[src/rtl/core/ppc_pkg.sv]
`timescale 1ns / 1ps
`default_nettype none
// ----------------------------------------------------------------------------
// ppc_pkg
// Types and constants shared by the preset PD position controller core.
// ----------------------------------------------------------------------------
package ppc_pkg;

  // Configuration register indexes
  typedef enum logic [2:0] {
    CfgPresetLow   = 3'd0,
    CfgPresetMid   = 3'd1,
    CfgPresetHigh  = 3'd2,
    CfgPropGain    = 3'd3,
    CfgDerivGain   = 3'd4,
    CfgStopMargin  = 3'd5,
    CfgTimeout     = 3'd6
  } cfg_idx_e;

  localparam int unsigned CfgDataW = 16;

  // Register reset values
  localparam logic [15:0] PropGainRst   = 16'd92;
  localparam logic [15:0] DerivGainRst  = 16'd563;
  localparam logic [11:0] StopMarginRst = 12'd10;
  localparam logic [11:0] TimeoutRst    = 12'd150;

  // Hold power per preset
  localparam logic signed [7:0] HoldLow  = -8'sd10;
  localparam logic signed [7:0] HoldMid  = 8'sd6;
  localparam logic signed [7:0] HoldHigh = 8'sd9;

  localparam logic signed [7:0] PowerLimit = 8'sd127;

  // Preset index limits
  localparam logic [1:0] SelMin = 2'd0;
  localparam logic [1:0] SelMax = 2'd2;

  // Mode codes on the result word
  localparam logic [2:0] ModeIdle   = 3'd0;
  localparam logic [2:0] ModeHold   = 3'd1;
  localparam logic [2:0] ModeRaise  = 3'd2;
  localparam logic [2:0] ModeLower  = 3'd3;
  localparam logic [2:0] ModeSettle = 3'd4;

  // Controller state, one-hot
  typedef enum logic [4:0] {
    StIdle   = 5'b00001,
    StHold   = 5'b00010,
    StRaise  = 5'b00100,
    StLower  = 5'b01000,
    StSettle = 5'b10000
  } ctrl_st_e;

  typedef struct packed {
    logic [11:0] preset_low;
    logic [11:0] preset_mid;
    logic [11:0] preset_high;
    logic [15:0] prop_gain;
    logic [15:0] deriv_gain;
    logic [11:0] stop_margin;
    logic [11:0] timeout_ticks;
  } cfg_t;

  typedef struct packed {
    logic [11:0] pot_sample;
    logic        button_up;
    logic        button_down;
  } in_word_t;

  typedef struct packed {
    logic signed [7:0] motor_power;
    logic [2:0]        mode;
    logic [1:0]        preset_index;
  } out_word_t;

  // Result-word mode code for a controller state
  function automatic logic [2:0] mode_code(ctrl_st_e st);
    logic [2:0] code;
    case (st)
      StIdle:   code = ModeIdle;
      StHold:   code = ModeHold;
      StRaise:  code = ModeRaise;
      StLower:  code = ModeLower;
      StSettle: code = ModeSettle;
      default:  code = ModeIdle;
    endcase
    return code;
  endfunction

endpackage
`default_nettype wire

[src/rtl/core/ppc_if.sv]
`timescale 1ns / 1ps
`default_nettype none
// ----------------------------------------------------------------------------
// ppc_in_if / ppc_out_if
// Valid/ready channels carrying sample words in and result words out.
// ----------------------------------------------------------------------------
interface ppc_in_if;
  logic              valid;
  logic              ready;
  ppc_pkg::in_word_t data;

  modport source (output valid, output data, input ready);
  modport sink   (input valid, input data, output ready);
endinterface

interface ppc_out_if;
  logic               valid;
  logic               ready;
  ppc_pkg::out_word_t data;

  modport source (output valid, output data, input ready);
  modport sink   (input valid, input data, output ready);
endinterface
`default_nettype wire

[src/rtl/core/ppc_cfg_regs.sv]
`timescale 1ns / 1ps
`default_nettype none
// ----------------------------------------------------------------------------
// ppc_cfg_regs
// Configuration register file; writes outside the list are dropped.
// ----------------------------------------------------------------------------
module ppc_cfg_regs (
  input  wire logic                         clk_i,
  input  wire logic                         rst_ni,
  input  wire logic                         cfg_we_i,
  input  wire logic [2:0]                   cfg_idx_i,
  input  wire logic [ppc_pkg::CfgDataW-1:0] cfg_wdata_i,
  output ppc_pkg::cfg_t                     cfg_o
);
  import ppc_pkg::*;

  cfg_t cfg_q, cfg_d;

  // Decode write
  always_comb begin
    cfg_d = cfg_q;
    if (cfg_we_i) begin
      case (cfg_idx_i)
        CfgPresetLow:  cfg_d.preset_low    = cfg_wdata_i[11:0];
        CfgPresetMid:  cfg_d.preset_mid    = cfg_wdata_i[11:0];
        CfgPresetHigh: cfg_d.preset_high   = cfg_wdata_i[11:0];
        CfgPropGain:   cfg_d.prop_gain     = cfg_wdata_i;
        CfgDerivGain:  cfg_d.deriv_gain    = cfg_wdata_i;
        CfgStopMargin: cfg_d.stop_margin   = cfg_wdata_i[11:0];
        CfgTimeout:    cfg_d.timeout_ticks = cfg_wdata_i[11:0];
        default:       cfg_d = cfg_q;
      endcase
    end
  end

  always_ff @(posedge clk_i or negedge rst_ni) begin
    if (!rst_ni) begin
      cfg_q.preset_low    <= '0;
      cfg_q.preset_mid    <= '0;
      cfg_q.preset_high   <= '0;
      cfg_q.prop_gain     <= PropGainRst;
      cfg_q.deriv_gain    <= DerivGainRst;
      cfg_q.stop_margin   <= StopMarginRst;
      cfg_q.timeout_ticks <= TimeoutRst;
    end else begin
      cfg_q <= cfg_d;
    end
  end

  assign cfg_o = cfg_q;

endmodule
`default_nettype wire

[src/rtl/core/ppc_pd_drive.sv]
`timescale 1ns / 1ps
`default_nettype none
// ----------------------------------------------------------------------------
// ppc_pd_drive
// PD power: (err*Kp + derr*Kd) / 1024 toward zero, clamped to +-127.
// ----------------------------------------------------------------------------
module ppc_pd_drive (
  input  wire logic signed [12:0] err_i,
  input  wire logic signed [12:0] prior_err_i,
  input  wire logic               first_i,
  input  wire logic [15:0]        prop_gain_i,
  input  wire logic [15:0]        deriv_gain_i,
  output logic signed [7:0]       power_o
);
  import ppc_pkg::*;

  logic signed [13:0] derr;
  logic signed [16:0] kp_s, kd_s;
  logic signed [31:0] prod_p, prod_d, sum, sum_adj;
  logic signed [21:0] quot;

  // Derivative term is zero on the first drive tick
  assign derr = first_i ? 14'sd0 : (14'(err_i) - 14'(prior_err_i));
  assign kp_s = $signed({1'b0, prop_gain_i});
  assign kd_s = $signed({1'b0, deriv_gain_i});

  // Two independent products and their sum
  assign prod_p = 32'(err_i) * 32'(kp_s);
  assign prod_d = 32'(derr) * 32'(kd_s);
  assign sum    = prod_p + prod_d;

  // Divide by 1024 truncating toward zero
  assign sum_adj = sum[31] ? (sum + 32'sd1023) : sum;
  assign quot    = 22'(sum_adj >>> 10);

  // Clamp
  always_comb begin
    if (quot > 22'(PowerLimit)) begin
      power_o = PowerLimit;
    end else if (quot < -22'(PowerLimit)) begin
      power_o = -PowerLimit;
    end else begin
      power_o = quot[7:0];
    end
  end

endmodule
`default_nettype wire

[src/rtl/core/ppc_step.sv]
`timescale 1ns / 1ps
`default_nettype none
// ----------------------------------------------------------------------------
// ppc_step
// Controller state, per-tick update and the result register.
// ----------------------------------------------------------------------------
module ppc_step #(
  parameter int unsigned SETTLE_TICKS = 40,
  parameter int unsigned SENSOR_BITS  = 12
) (
  input  wire logic              clk_i,
  input  wire logic              rst_ni,
  input  wire logic              adv_i,
  input  wire ppc_pkg::in_word_t word_i,
  input  wire ppc_pkg::cfg_t     cfg_i,
  output ppc_pkg::out_word_t     res_o
);
  import ppc_pkg::*;

  localparam logic [11:0] SensorMask =
    (SENSOR_BITS >= 12) ? 12'hFFF : 12'((32'd1 << SENSOR_BITS) - 32'd1);
  localparam logic [11:0] SettleLim = 12'(SETTLE_TICKS);

  ctrl_st_e           st_q, st_d, st_a;
  logic [1:0]         sel_q, sel_d;
  logic [11:0]        tgt_q, tgt_d;
  logic signed [7:0]  hold_q, hold_d;
  logic [11:0]        el_q, el_d, el_a;
  logic signed [12:0] prior_q, prior_d, prior_a;
  logic               first_q, first_d, first_a;
  logic               prev_up_q, prev_dn_q;
  out_word_t          res_q, res_d;

  logic [11:0]        pos, new_tgt;
  logic signed [7:0]  new_hold;
  logic               rise_up, rise_dn, go;
  logic signed [13:0] pos_s, tgt_s, mrg_s;
  logic signed [12:0] err;
  logic signed [7:0]  pd_power;

  assign pos     = word_i.pot_sample & SensorMask;
  assign rise_up = word_i.button_up & ~prev_up_q;
  assign rise_dn = word_i.button_down & ~prev_dn_q;

  // Error against the target in force this tick; fresh when a move starts
  assign tgt_s = $signed({2'b00, tgt_d});
  assign pos_s = $signed({2'b00, pos});
  assign mrg_s = $signed({2'b00, cfg_i.stop_margin});
  assign err   = 13'(tgt_s - pos_s);

  ppc_pd_drive u_pd_drive (
    .err_i        (err),
    .prior_err_i  (prior_a),
    .first_i      (first_a),
    .prop_gain_i  (cfg_i.prop_gain),
    .deriv_gain_i (cfg_i.deriv_gain),
    .power_o      (pd_power)
  );

  // Per-tick update, first part: settle, then buttons
  always_comb begin
    st_a     = st_q;
    sel_d    = sel_q;
    tgt_d    = tgt_q;
    hold_d   = hold_q;
    el_a     = el_q;
    prior_a  = prior_q;
    first_a  = first_q;
    new_tgt  = cfg_i.preset_high;
    new_hold = HoldHigh;

    // Settling count, up to the limit
    if (st_a == StSettle) begin
      if (el_a >= SettleLim) begin
        st_a = StHold;
      end else begin
        el_a = el_a + 12'd1;
      end
    end

    // Button edges step the preset and may start a move
    if (st_a == StIdle || st_a == StHold) begin
      if (rise_up) begin
        if (sel_d < SelMax) sel_d = sel_d + 2'd1;
      end else if (rise_dn) begin
        if (sel_d > SelMin) sel_d = sel_d - 2'd1;
      end
      case (sel_d)
        2'd0: begin
          new_tgt  = cfg_i.preset_low;
          new_hold = HoldLow;
        end
        2'd1: begin
          new_tgt  = cfg_i.preset_mid;
          new_hold = HoldMid;
        end
        default: begin
          new_tgt  = cfg_i.preset_high;
          new_hold = HoldHigh;
        end
      endcase
      new_tgt = new_tgt & SensorMask;
      if ((rise_up || rise_dn) && pos != new_tgt) begin
        tgt_d   = new_tgt;
        hold_d  = new_hold;
        el_a    = '0;
        prior_a = '0;
        first_a = 1'b1;
        st_a    = (pos < new_tgt) ? StRaise : StLower;
      end
    end
  end

  // Per-tick update, second part: drive or end of move
  always_comb begin
    st_d    = st_a;
    el_d    = el_a;
    prior_d = prior_a;
    first_d = first_a;
    go      = 1'b0;
    res_d   = res_q;

    res_d.motor_power = hold_d;
    if (st_a == StRaise || st_a == StLower) begin
      // A move just started drives on this tick against the fresh target
      if (st_a == StRaise) begin
        go = pos_s < (tgt_s - mrg_s);
      end else begin
        go = pos_s > (tgt_s + mrg_s);
      end
      if (go && el_a < cfg_i.timeout_ticks) begin
        res_d.motor_power = pd_power;
        prior_d = err;
        first_d = 1'b0;
        el_d    = el_a + 12'd1;
      end else begin
        st_d = StSettle;
        el_d = '0;
      end
    end else if (st_a == StIdle) begin
      res_d.motor_power = '0;
    end

    res_d.mode         = mode_code(st_d);
    res_d.preset_index = sel_d;
  end

  always_ff @(posedge clk_i or negedge rst_ni) begin
    if (!rst_ni) begin
      st_q      <= StIdle;
      sel_q     <= '0;
      tgt_q     <= '0;
      hold_q    <= '0;
      el_q      <= '0;
      prior_q   <= '0;
      first_q   <= 1'b1;
      prev_up_q <= 1'b0;
      prev_dn_q <= 1'b0;
    end else if (adv_i) begin
      st_q      <= st_d;
      sel_q     <= sel_d;
      tgt_q     <= tgt_d;
      hold_q    <= hold_d;
      el_q      <= el_d;
      prior_q   <= prior_d;
      first_q   <= first_d;
      prev_up_q <= word_i.button_up;
      prev_dn_q <= word_i.button_down;
    end
  end

  // Result register, payload only
  always_ff @(posedge clk_i) begin
    if (adv_i) begin
      res_q <= res_d;
    end
  end

  assign res_o = res_q;

  // Checks
  a_state_onehot: assert property (@(posedge clk_i) disable iff (!rst_ni)
    $onehot(st_q))
    else $error("controller state not one-hot");

  a_sel_range: assert property (@(posedge clk_i) disable iff (!rst_ni)
    sel_q != 2'd3)
    else $error("preset index out of range");

  a_settle_bound: assert property (@(posedge clk_i) disable iff (!rst_ni)
    (st_q == StSettle) |-> (el_q <= SettleLim))
    else $error("settle count beyond limit");

  a_power_range: assert property (@(posedge clk_i) disable iff (!rst_ni)
    adv_i |=> (res_q.motor_power != -8'sd128))
    else $error("motor power outside +-127");

  a_idle_power: assert property (@(posedge clk_i) disable iff (!rst_ni)
    adv_i |=> ((res_q.mode != ModeIdle) || (res_q.motor_power == 8'sd0)))
    else $error("power driven while idle");

endmodule
`default_nettype wire

[src/rtl/core/preset_pd_position_controller_core.sv]
`timescale 1ns / 1ps
`default_nettype none
// An accepted word moves from the input register to the result register when
// that slot is free or being taken, one word per cycle while results are
// taken; the whole tick update is one pass between the two, with the state
// held beside it. Reset clears controller state, the pipeline valids and the
// configuration registers to their defaults; no clearing pass is needed.
// ----------------------------------------------------------------------------
// preset_pd_position_controller_core
// Preset-stepping position controller with PD motor drive, one word per tick.
// ----------------------------------------------------------------------------
module preset_pd_position_controller_core #(
  parameter int unsigned SETTLE_TICKS = 40,
  parameter int unsigned SENSOR_BITS  = 12
) (
  input  wire logic                         clk_i,
  input  wire logic                         rst_ni,
  input  wire logic                         cfg_we_i,
  input  wire logic [2:0]                   cfg_idx_i,
  input  wire logic [ppc_pkg::CfgDataW-1:0] cfg_wdata_i,
  ppc_in_if.sink                            in_i,
  ppc_out_if.source                         res_o
);
  import ppc_pkg::*;

  cfg_t      cfg;
  in_word_t  s1_word_q;
  logic      s1_valid_q, res_valid_q;
  logic      adv;
  out_word_t res_word;

  ppc_cfg_regs u_cfg_regs (
    .clk_i       (clk_i),
    .rst_ni      (rst_ni),
    .cfg_we_i    (cfg_we_i),
    .cfg_idx_i   (cfg_idx_i),
    .cfg_wdata_i (cfg_wdata_i),
    .cfg_o       (cfg)
  );

  // Advance when the result slot is free or being taken
  assign adv        = s1_valid_q && (!res_valid_q || res_o.ready);
  assign in_i.ready = !s1_valid_q || adv;

  // Input register
  always_ff @(posedge clk_i or negedge rst_ni) begin
    if (!rst_ni) begin
      s1_valid_q <= 1'b0;
    end else if (in_i.valid && in_i.ready) begin
      s1_valid_q <= 1'b1;
    end else if (adv) begin
      s1_valid_q <= 1'b0;
    end
  end

  always_ff @(posedge clk_i) begin
    if (in_i.valid && in_i.ready) begin
      s1_word_q <= in_i.data;
    end
  end

  ppc_step #(
    .SETTLE_TICKS (SETTLE_TICKS),
    .SENSOR_BITS  (SENSOR_BITS)
  ) u_step (
    .clk_i  (clk_i),
    .rst_ni (rst_ni),
    .adv_i  (adv),
    .word_i (s1_word_q),
    .cfg_i  (cfg),
    .res_o  (res_word)
  );

  // Result valid
  always_ff @(posedge clk_i or negedge rst_ni) begin
    if (!rst_ni) begin
      res_valid_q <= 1'b0;
    end else if (adv) begin
      res_valid_q <= 1'b1;
    end else if (res_o.ready) begin
      res_valid_q <= 1'b0;
    end
  end

  assign res_o.valid = res_valid_q;
  assign res_o.data  = res_word;

endmodule
`default_nettype wire

[src/flat_wrapper.sv]
// flat-port wrapper written by rule: the top's interface ports become plain ports
module preset_pd_position_controller_core_flat import ppc_pkg::*;
#(
  parameter int unsigned SETTLE_TICKS = 40,
  parameter int unsigned SENSOR_BITS  = 12
)
  (clk_i, rst_ni, cfg_we_i, cfg_idx_i, cfg_wdata_i, in_i_valid, in_i_data, in_i_ready, res_o_valid, res_o_data, res_o_ready);
  ppc_in_if in_i_i ();
  ppc_out_if res_o_i ();
  input  wire logic clk_i;
  input  wire logic rst_ni;
  input  wire logic cfg_we_i;
  input  wire logic [2:0] cfg_idx_i;
  input  wire logic [ppc_pkg::CfgDataW-1:0] cfg_wdata_i;
  input wire logic [$bits(in_i_i.valid)-1:0] in_i_valid;
  input wire logic [$bits(in_i_i.data)-1:0] in_i_data;
  output wire logic [$bits(in_i_i.ready)-1:0] in_i_ready;
  output wire logic [$bits(res_o_i.valid)-1:0] res_o_valid;
  output wire logic [$bits(res_o_i.data)-1:0] res_o_data;
  input wire logic [$bits(res_o_i.ready)-1:0] res_o_ready;
  assign in_i_i.valid = in_i_valid;
  assign in_i_i.data = in_i_data;
  assign in_i_ready = in_i_i.ready;
  assign res_o_valid = res_o_i.valid;
  assign res_o_data = res_o_i.data;
  assign res_o_i.ready = res_o_ready;
  preset_pd_position_controller_core #(.SETTLE_TICKS(SETTLE_TICKS), .SENSOR_BITS(SENSOR_BITS)) u_core (.clk_i(clk_i), .rst_ni(rst_ni), .cfg_we_i(cfg_we_i), .cfg_idx_i(cfg_idx_i), .cfg_wdata_i(cfg_wdata_i), .in_i(in_i_i), .res_o(res_o_i));
endmodule
[config.mk]
export PLATFORM = sky130hd
export DESIGN_NAME = preset_pd_position_controller_core_flat
export DESIGN_NICKNAME = d
export VERILOG_FILES = /design/src/rtl/core/ppc_pkg.sv /design/src/rtl/core/ppc_if.sv /design/src/rtl/core/ppc_cfg_regs.sv /design/src/rtl/core/ppc_pd_drive.sv /design/src/rtl/core/ppc_step.sv /design/src/rtl/core/preset_pd_position_controller_core.sv /design/src/flat_wrapper.sv
export SDC_FILE = /design/constraint.sdc
export NUM_CORES = 2
export LEC_CHECK = 0
export BUFFER_PORTS_ARGS = -buffer_cell sky130_fd_sc_hd__buf_2
export CAP_MARGIN = 10
export CORE_MARGIN = 10
export CORE_UTILIZATION = 35
export CTS_BUF_LIST = sky130_fd_sc_hd__clkbuf_4 sky130_fd_sc_hd__clkbuf_8
export CTS_CLUSTER_DIAMETER = 40
export DETAILED_ROUTE_END_ITERATION = 10
export SLEW_MARGIN = 10
export SYNTH_ARGS = -nofsm -noshare
export SYNTH_HDL_FRONTEND = slang
export SYNTH_SLANG_ARGS = --single-unit
[constraint.sdc]
create_clock -name clk_i -period 22.1 [get_ports clk_i]
set_clock_uncertainty 0.05 [all_clocks]
set_input_delay 1.105 -clock clk_i [delete_from_list [all_inputs] [get_ports clk_i]]
set_output_delay 1.105 -clock clk_i [all_outputs]
set_load 0.1 [all_outputs]
# Word-level counts from Yosys, hierarchy flattened
# Cells that the tools add are included.
[op_classes] add_sub_neg=10 mul=2 bitwise=4 n_mux=48 n_lt_le_gt_ge=9 n_reduce_logical=22 n_eq_ne=18
[ops] op="2-to-1 mux 12 bit" count=9
[ops] op="2-to-1 mux 8 bit" count=7
[ops] op="2-to-1 mux 13 bit" count=4
[ops] op="adder 32 x 11 -> 32 bit, second input constant" count=1
[ops] op="adder 32 bit" count=1
[ops] op="2-to-1 mux 32 bit" count=1
[ops] op="multiplier 14 x 17 -> 31 bit" count=1
[ops] op="multiplier 13 x 17 -> 30 bit" count=1
[ops] op="2-to-1 mux 5 bit" count=6
[ops] op="subtractor 12 x 12 -> 13 bit" count=2
[ops] op="adder 12 x 1 -> 12 bit, second input constant" count=2
[ops] op="< comparator 12 bit" count=2
[ops] op="one-hot mux 12 bit (2 select lines)" count=1
[ops] op="greater-than comparator 22 x 8 -> 1 bit, second input constant" count=1
[ops] op="< comparator 22 x 8 -> 1 bit, second input constant" count=1
[ops] op="one-hot mux 8 bit (2 select lines)" count=1
[ops] op="2-to-1 mux 14 bit" count=1
[ops] op="AND reduction 2 bit" count=7
[ops] op="subtractor 13 x 13 -> 14 bit" count=1
[ops] op="adder 12 x 12 -> 13 bit" count=1
[ops] op="greater-than comparator 12 x 13 -> 1 bit" count=1
[ops] op="< comparator 13 bit" count=1
[ops] op=">= comparator 12 x 6 -> 1 bit, second input constant" count=1
[ops] op="2-to-1 mux 2 bit" count=6
[ops] op="25 further kinds" count=53
[totals] inputBits=38 wordCells=137 reg_bits=176

# Logic depth before layout (Yosys ltp)
[logic_depth] depth_word=25 depth_mapped=75 mapped_depth_nobuf=70

# Hierarchy
# Synthesis repeated with hierarchy kept, for this count alone.
[unflattened] cells_unflattened=2965 area_unflattened_um2=27164.8
[modules_own_cells] mod="ppc_pd_drive" n_inst=1 area_per_inst_um2=16547.1 seq_area_each_um2=0.0 cells_each=1961
[modules_own_cells] mod="ppc_step" n_inst=1 area_per_inst_um2=6602.6 seq_area_each_um2=1769.2 cells_each=783
[modules_own_cells] mod="ppc_cfg_regs" n_inst=1 area_per_inst_um2=3490.8 seq_area_each_um2=2321.0 cells_each=199
[modules_own_cells] mod="preset_pd_position_controller_core" n_inst=1 area_per_inst_um2=524.3 seq_area_each_um2=470.5 cells_each=22

# Worst setup path after synthesis
# OpenSTA, ideal clock, no wires.
[synth_timing] path_type="flip-flop to flip-flop" startpoint="register u_core.u_step.sel_q[0]" endpoint="register u_core.u_step.res_q, in the netlist u_core.u_step.res_o[5] (data pin)" t_required_ns=21.784 n_path_buf=7 period_less_slack_ns=16.029 slack_ns=6.071 arrival_ns=15.713 path_stages_with_launch=68 cell_sequence="dfrtp_1 inv_1 ha_1 o21ai_1 clkbuf_1 mux2i_1 o21ai_0 inv_1 ha_1 nand4_1 nor3_1 a21oi_1 and2_1 buf_4 clkbuf_1 mux2i_1 inv_1 ha_1 [... 32 more ...] a21oi_1 a211oi_1 xnor2_1 ha_1 clkbuf_1 nor3_1 a21oi_1 a22o_1 a31o_2 a31oi_1 and4_1 buf_2 nand3b_1 a221o_1 a211oi_2 a31oi_2 nor4b_2 o22ai_1"
[synth_lines] element="start: declaration" line_no="ppc_step.sv:25" rtl="logic [1:0] sel_q, sel_d;"
[synth_lines] element="start signal: assignment" line_no="ppc_step.sv:161" rtl="sel_q <= sel_d;"
[synth_lines] element="end signal: assignment" line_no="ppc_step.sv:175" rtl="res_q <= res_d;"
[synth_lines] element="end: declaration" line_no="ppc_step.sv:32" rtl="out_word_t res_q, res_d;"

==> results.yml <==
synthesis:
  netlist_area_um2: 27500
  yosysTopAreaCell: "fa_1"
  synth_top_area_frac: 0.237
  ys.flop_type: "dfrtp_1"
  synth_edf_count: 27
  synth_cells: 3062
  synth_cell_types: 85
  yosysSeqAreaShare: 0.166
  synth-seq-cells: 176
  synthArstFlopShare: 0.847
  avgSynthCellArea_um2: 8.97
  synth.most_common_cell: "inv_1"
  yosysWarnings: 0
  synth_common_cells: "478 x inv_1, 398 x nand2_1, 348 x ha_1"
  yosys-top-cells-area: "fa_1 24%, ha_1 16%, dfrtp_1 12%, inv_1 6.5%, nand2_1 5.4%"
  syn-num-nets: 3773
die:
  pin_count: 53
  dieWidth_um: 300
  start_util: 0.354
  die_y_um: 300
  core_area_um2: 77600
  rows: 102
  dieArea_um2: 90000
route:
  drcViolationCount: 0
  dr_total_vias: 20965
  drt_iter0_markers: 1204
  via_per_inst: 5.09
  postRouteAntennaNets: 0
  routed_wl_um: 72400
  firstDrtPassIters: 5
  wl_per_cell_um: 17.6
cts:
  ctsHoldBuffers: 0
  clockBufferDepth: 2
  cts_tree: "yes"
  clock_latency_ps: 500
  clkTransAtPathRegs_ps: 100
  root_buffer: "clkbuf_8"
  clock-sinks: 176
  postCtsSetupRepairBufs: 0
  htree_num_levels: 4
  numCtsBuffers: 17
  cts_resized: 0
run_status:
  outcome: "finished clean"
global_route:
  grt_pass1_wl_um: 120000
  grt_overflow_total: 0
  track_usage: 0.164
  grt_pass1_vias: 21797
  grt_max_degree: 87
  antenna_found_initial: 9
sta:
  post-route-period-util: 0.814
  slew_headroom: 0.261
  rsz0062_at_grt: "no"
  worstMarginPinSlew_ps: 1100
  period_needed_ps: 17990
  final_hold_viol_count: 0
  setup_viol: 0
  setup_tns_ps: 0
  slew_violations: 0
  max_freq_ghz: 0.0556
cells_and_area:
  fillCellCount: 8014
  syn_to_final_growth_pct: 6.82
  nets: 3775
  insertedDiodeCount: 0
  drive_gt1_frac: 0.0933
placement:
  hpwl_um: 57900
  routabilityCongestion: 0.946
  portBuffers: 52
critical_path:
  cp.required_ps: 22310
  crit_path_end_kind: "register"
  cp_top_family: "compound AO/OA/AOI/OAI gates"
  crit_path_top_delay_cell: "nor2_1"
  crit_buf_inv: 4
  r2r_cells: 60
  critPathKind: "register to register"
  r2r-start: "u_core.u_step.sel_q[0]"
  rrSetupSlack_ps: 4110
  critPathMaxFanout: 29
  critPathMaxStageDelay_ps: 830
  critPathArrivalTime_ps: 18200
  critPathLaunchType: "register"
  r2r_end: "u_core.u_step.res_o[5]"
job:
  max-cap-violations: 0
worst_hold_path:
  holdPathStages: 2
  holdPathEnd: "u_core.u_step.prev_up_q"
  holdCritPathClass: "register to register"
  min-delay-start: "u_core.u_step.prev_up_q"
stage by stage:
step / area (um^2) / hold slack (ps) / instances / utilization / setup WS [ps]
after global placement: 28900 / 399 / 4085 / 0.373 / 4650
after detailed placement: 28900 / 408 / 4085 / 0.373 / 4170
after global routing: 29300 / 461 / 4117 / 0.378 / 2350
after CTS: 29300 / 435 / 4117 / 0.378 / 4100
final: 29300 / 430 / 4117 / 0.378 / 4110
after floorplan: 27500 / 387 / 3062 / - / 6070
layout make-up:
| class | count | area [um^2] | area share |
|---|---|---|---|
| sequential | 176 | 4560 | 0.156 |
| multi-input combinational | 2297 | 20700 | 0.706 |
| timing repair buffer | 91 | 559 | 0.0191 |
| tap | 1040 | 1300 | 0.0444 |
| clock buffer | 21 | 277 | 0.00943 |
| clock inverter | 11 | 125 | 0.00427 |
| inverter | 481 | 1810 | 0.0616 |
per-layer routing:
layer	part of all wire	global-route usage	up-vias	routed length [um]
met5	0.00026	0	-	19
met4	0.018	0.0348	4	1270
met3	0.040	0.0189	63	2890
met2	0.48	0.280	417	34400
met1	0.47	0.222	10509	33800
li1	-	-	9972	-
how the worst max path moves through the flow:
stage | startpoint | end | slack (ps) | cells past startpoint
after floorplan | u_core.u_step.sel_q[0] | u_core.u_step.res_o[5] | 6070 | 67
after global placement | u_core.u_step.sel_q[1] | u_core.u_step.res_o[5] | 4650 | 60
after detailed placement | u_core.u_step.sel_q[0] | u_core.u_step.res_o[5] | 4170 | 60
after CTS | u_core.u_step.sel_q[0] | u_core.u_step.res_o[5] | 4100 | 60
after global routing | u_core.u_step.sel_q[0] | u_core.u_step.res_o[5] | 2350 | 60
final | u_core.u_step.sel_q[0] | u_core.u_step.res_o[5] | 4110 | 60
flip-flops by register name (all words and copies together) (netlist names):
name / flops
u_core.res_o.valid: 1
u_core.u_step.el_q: 12
u_core.u_step.prev_up_q: 1
u_core.u_step.res_o: 13
u_core.s1_word_q: 14
u_core.s1_valid_q: 1
u_core.u_cfg_regs.cfg_o: 92
u_core.u_step.prev_dn_q: 1
u_core.u_step.sel_q: 2
u_core.u_step.prior_q: 13
u_core.u_step.tgt_q: 12
u_core.u_step.hold_q: 8
u_core.u_step.first_q: 1
u_core.u_step.st_q: 5
kinds of logic (layout without fill, tap and decap cells):
family | Yosys count | after routing | synth area share
xor gates and xnor gates | 114 | 114 | 0.0364
muxes | 113 | 113 | 0.0455
AOI/OAI and AO/OA | 454 | 454 | 0.107
buffers and inverters | 589 | 604 | 0.0817
adders and majority gates | 673 | 673 | 0.396
and+or+nand+nor | 943 | 943 | 0.168
DFF | 176 | 176 | 0.166
tightest hold or removal path, cell delays in order (launching register included):
cell	delay, ps
dfrtp_1	350
nand2_1	50
nand2_1	60
cells in the final DEF, fill, tap and decap left out, types with 29 or more instances in the layout:
master / n
mux2_2: 94
and3_1: 33
nand2b_1: 35
buf_4: 39
a21oi_1: 117
nor2b_1: 45
fa_1: 325
ha_1: 348
inv_1: 477
a21o_1: 44
nand3_1: 32
nor3_1: 29
and2_1: 151
dfrtp_1: 132
xnor2_1: 86
buf_2: 51
o21ai_0: 109
nand2_1: 398
nor2_1: 125
Power is not shown: default switching activity piles up to over one toggle a cycle in this logic, so the estimate is an artifact.
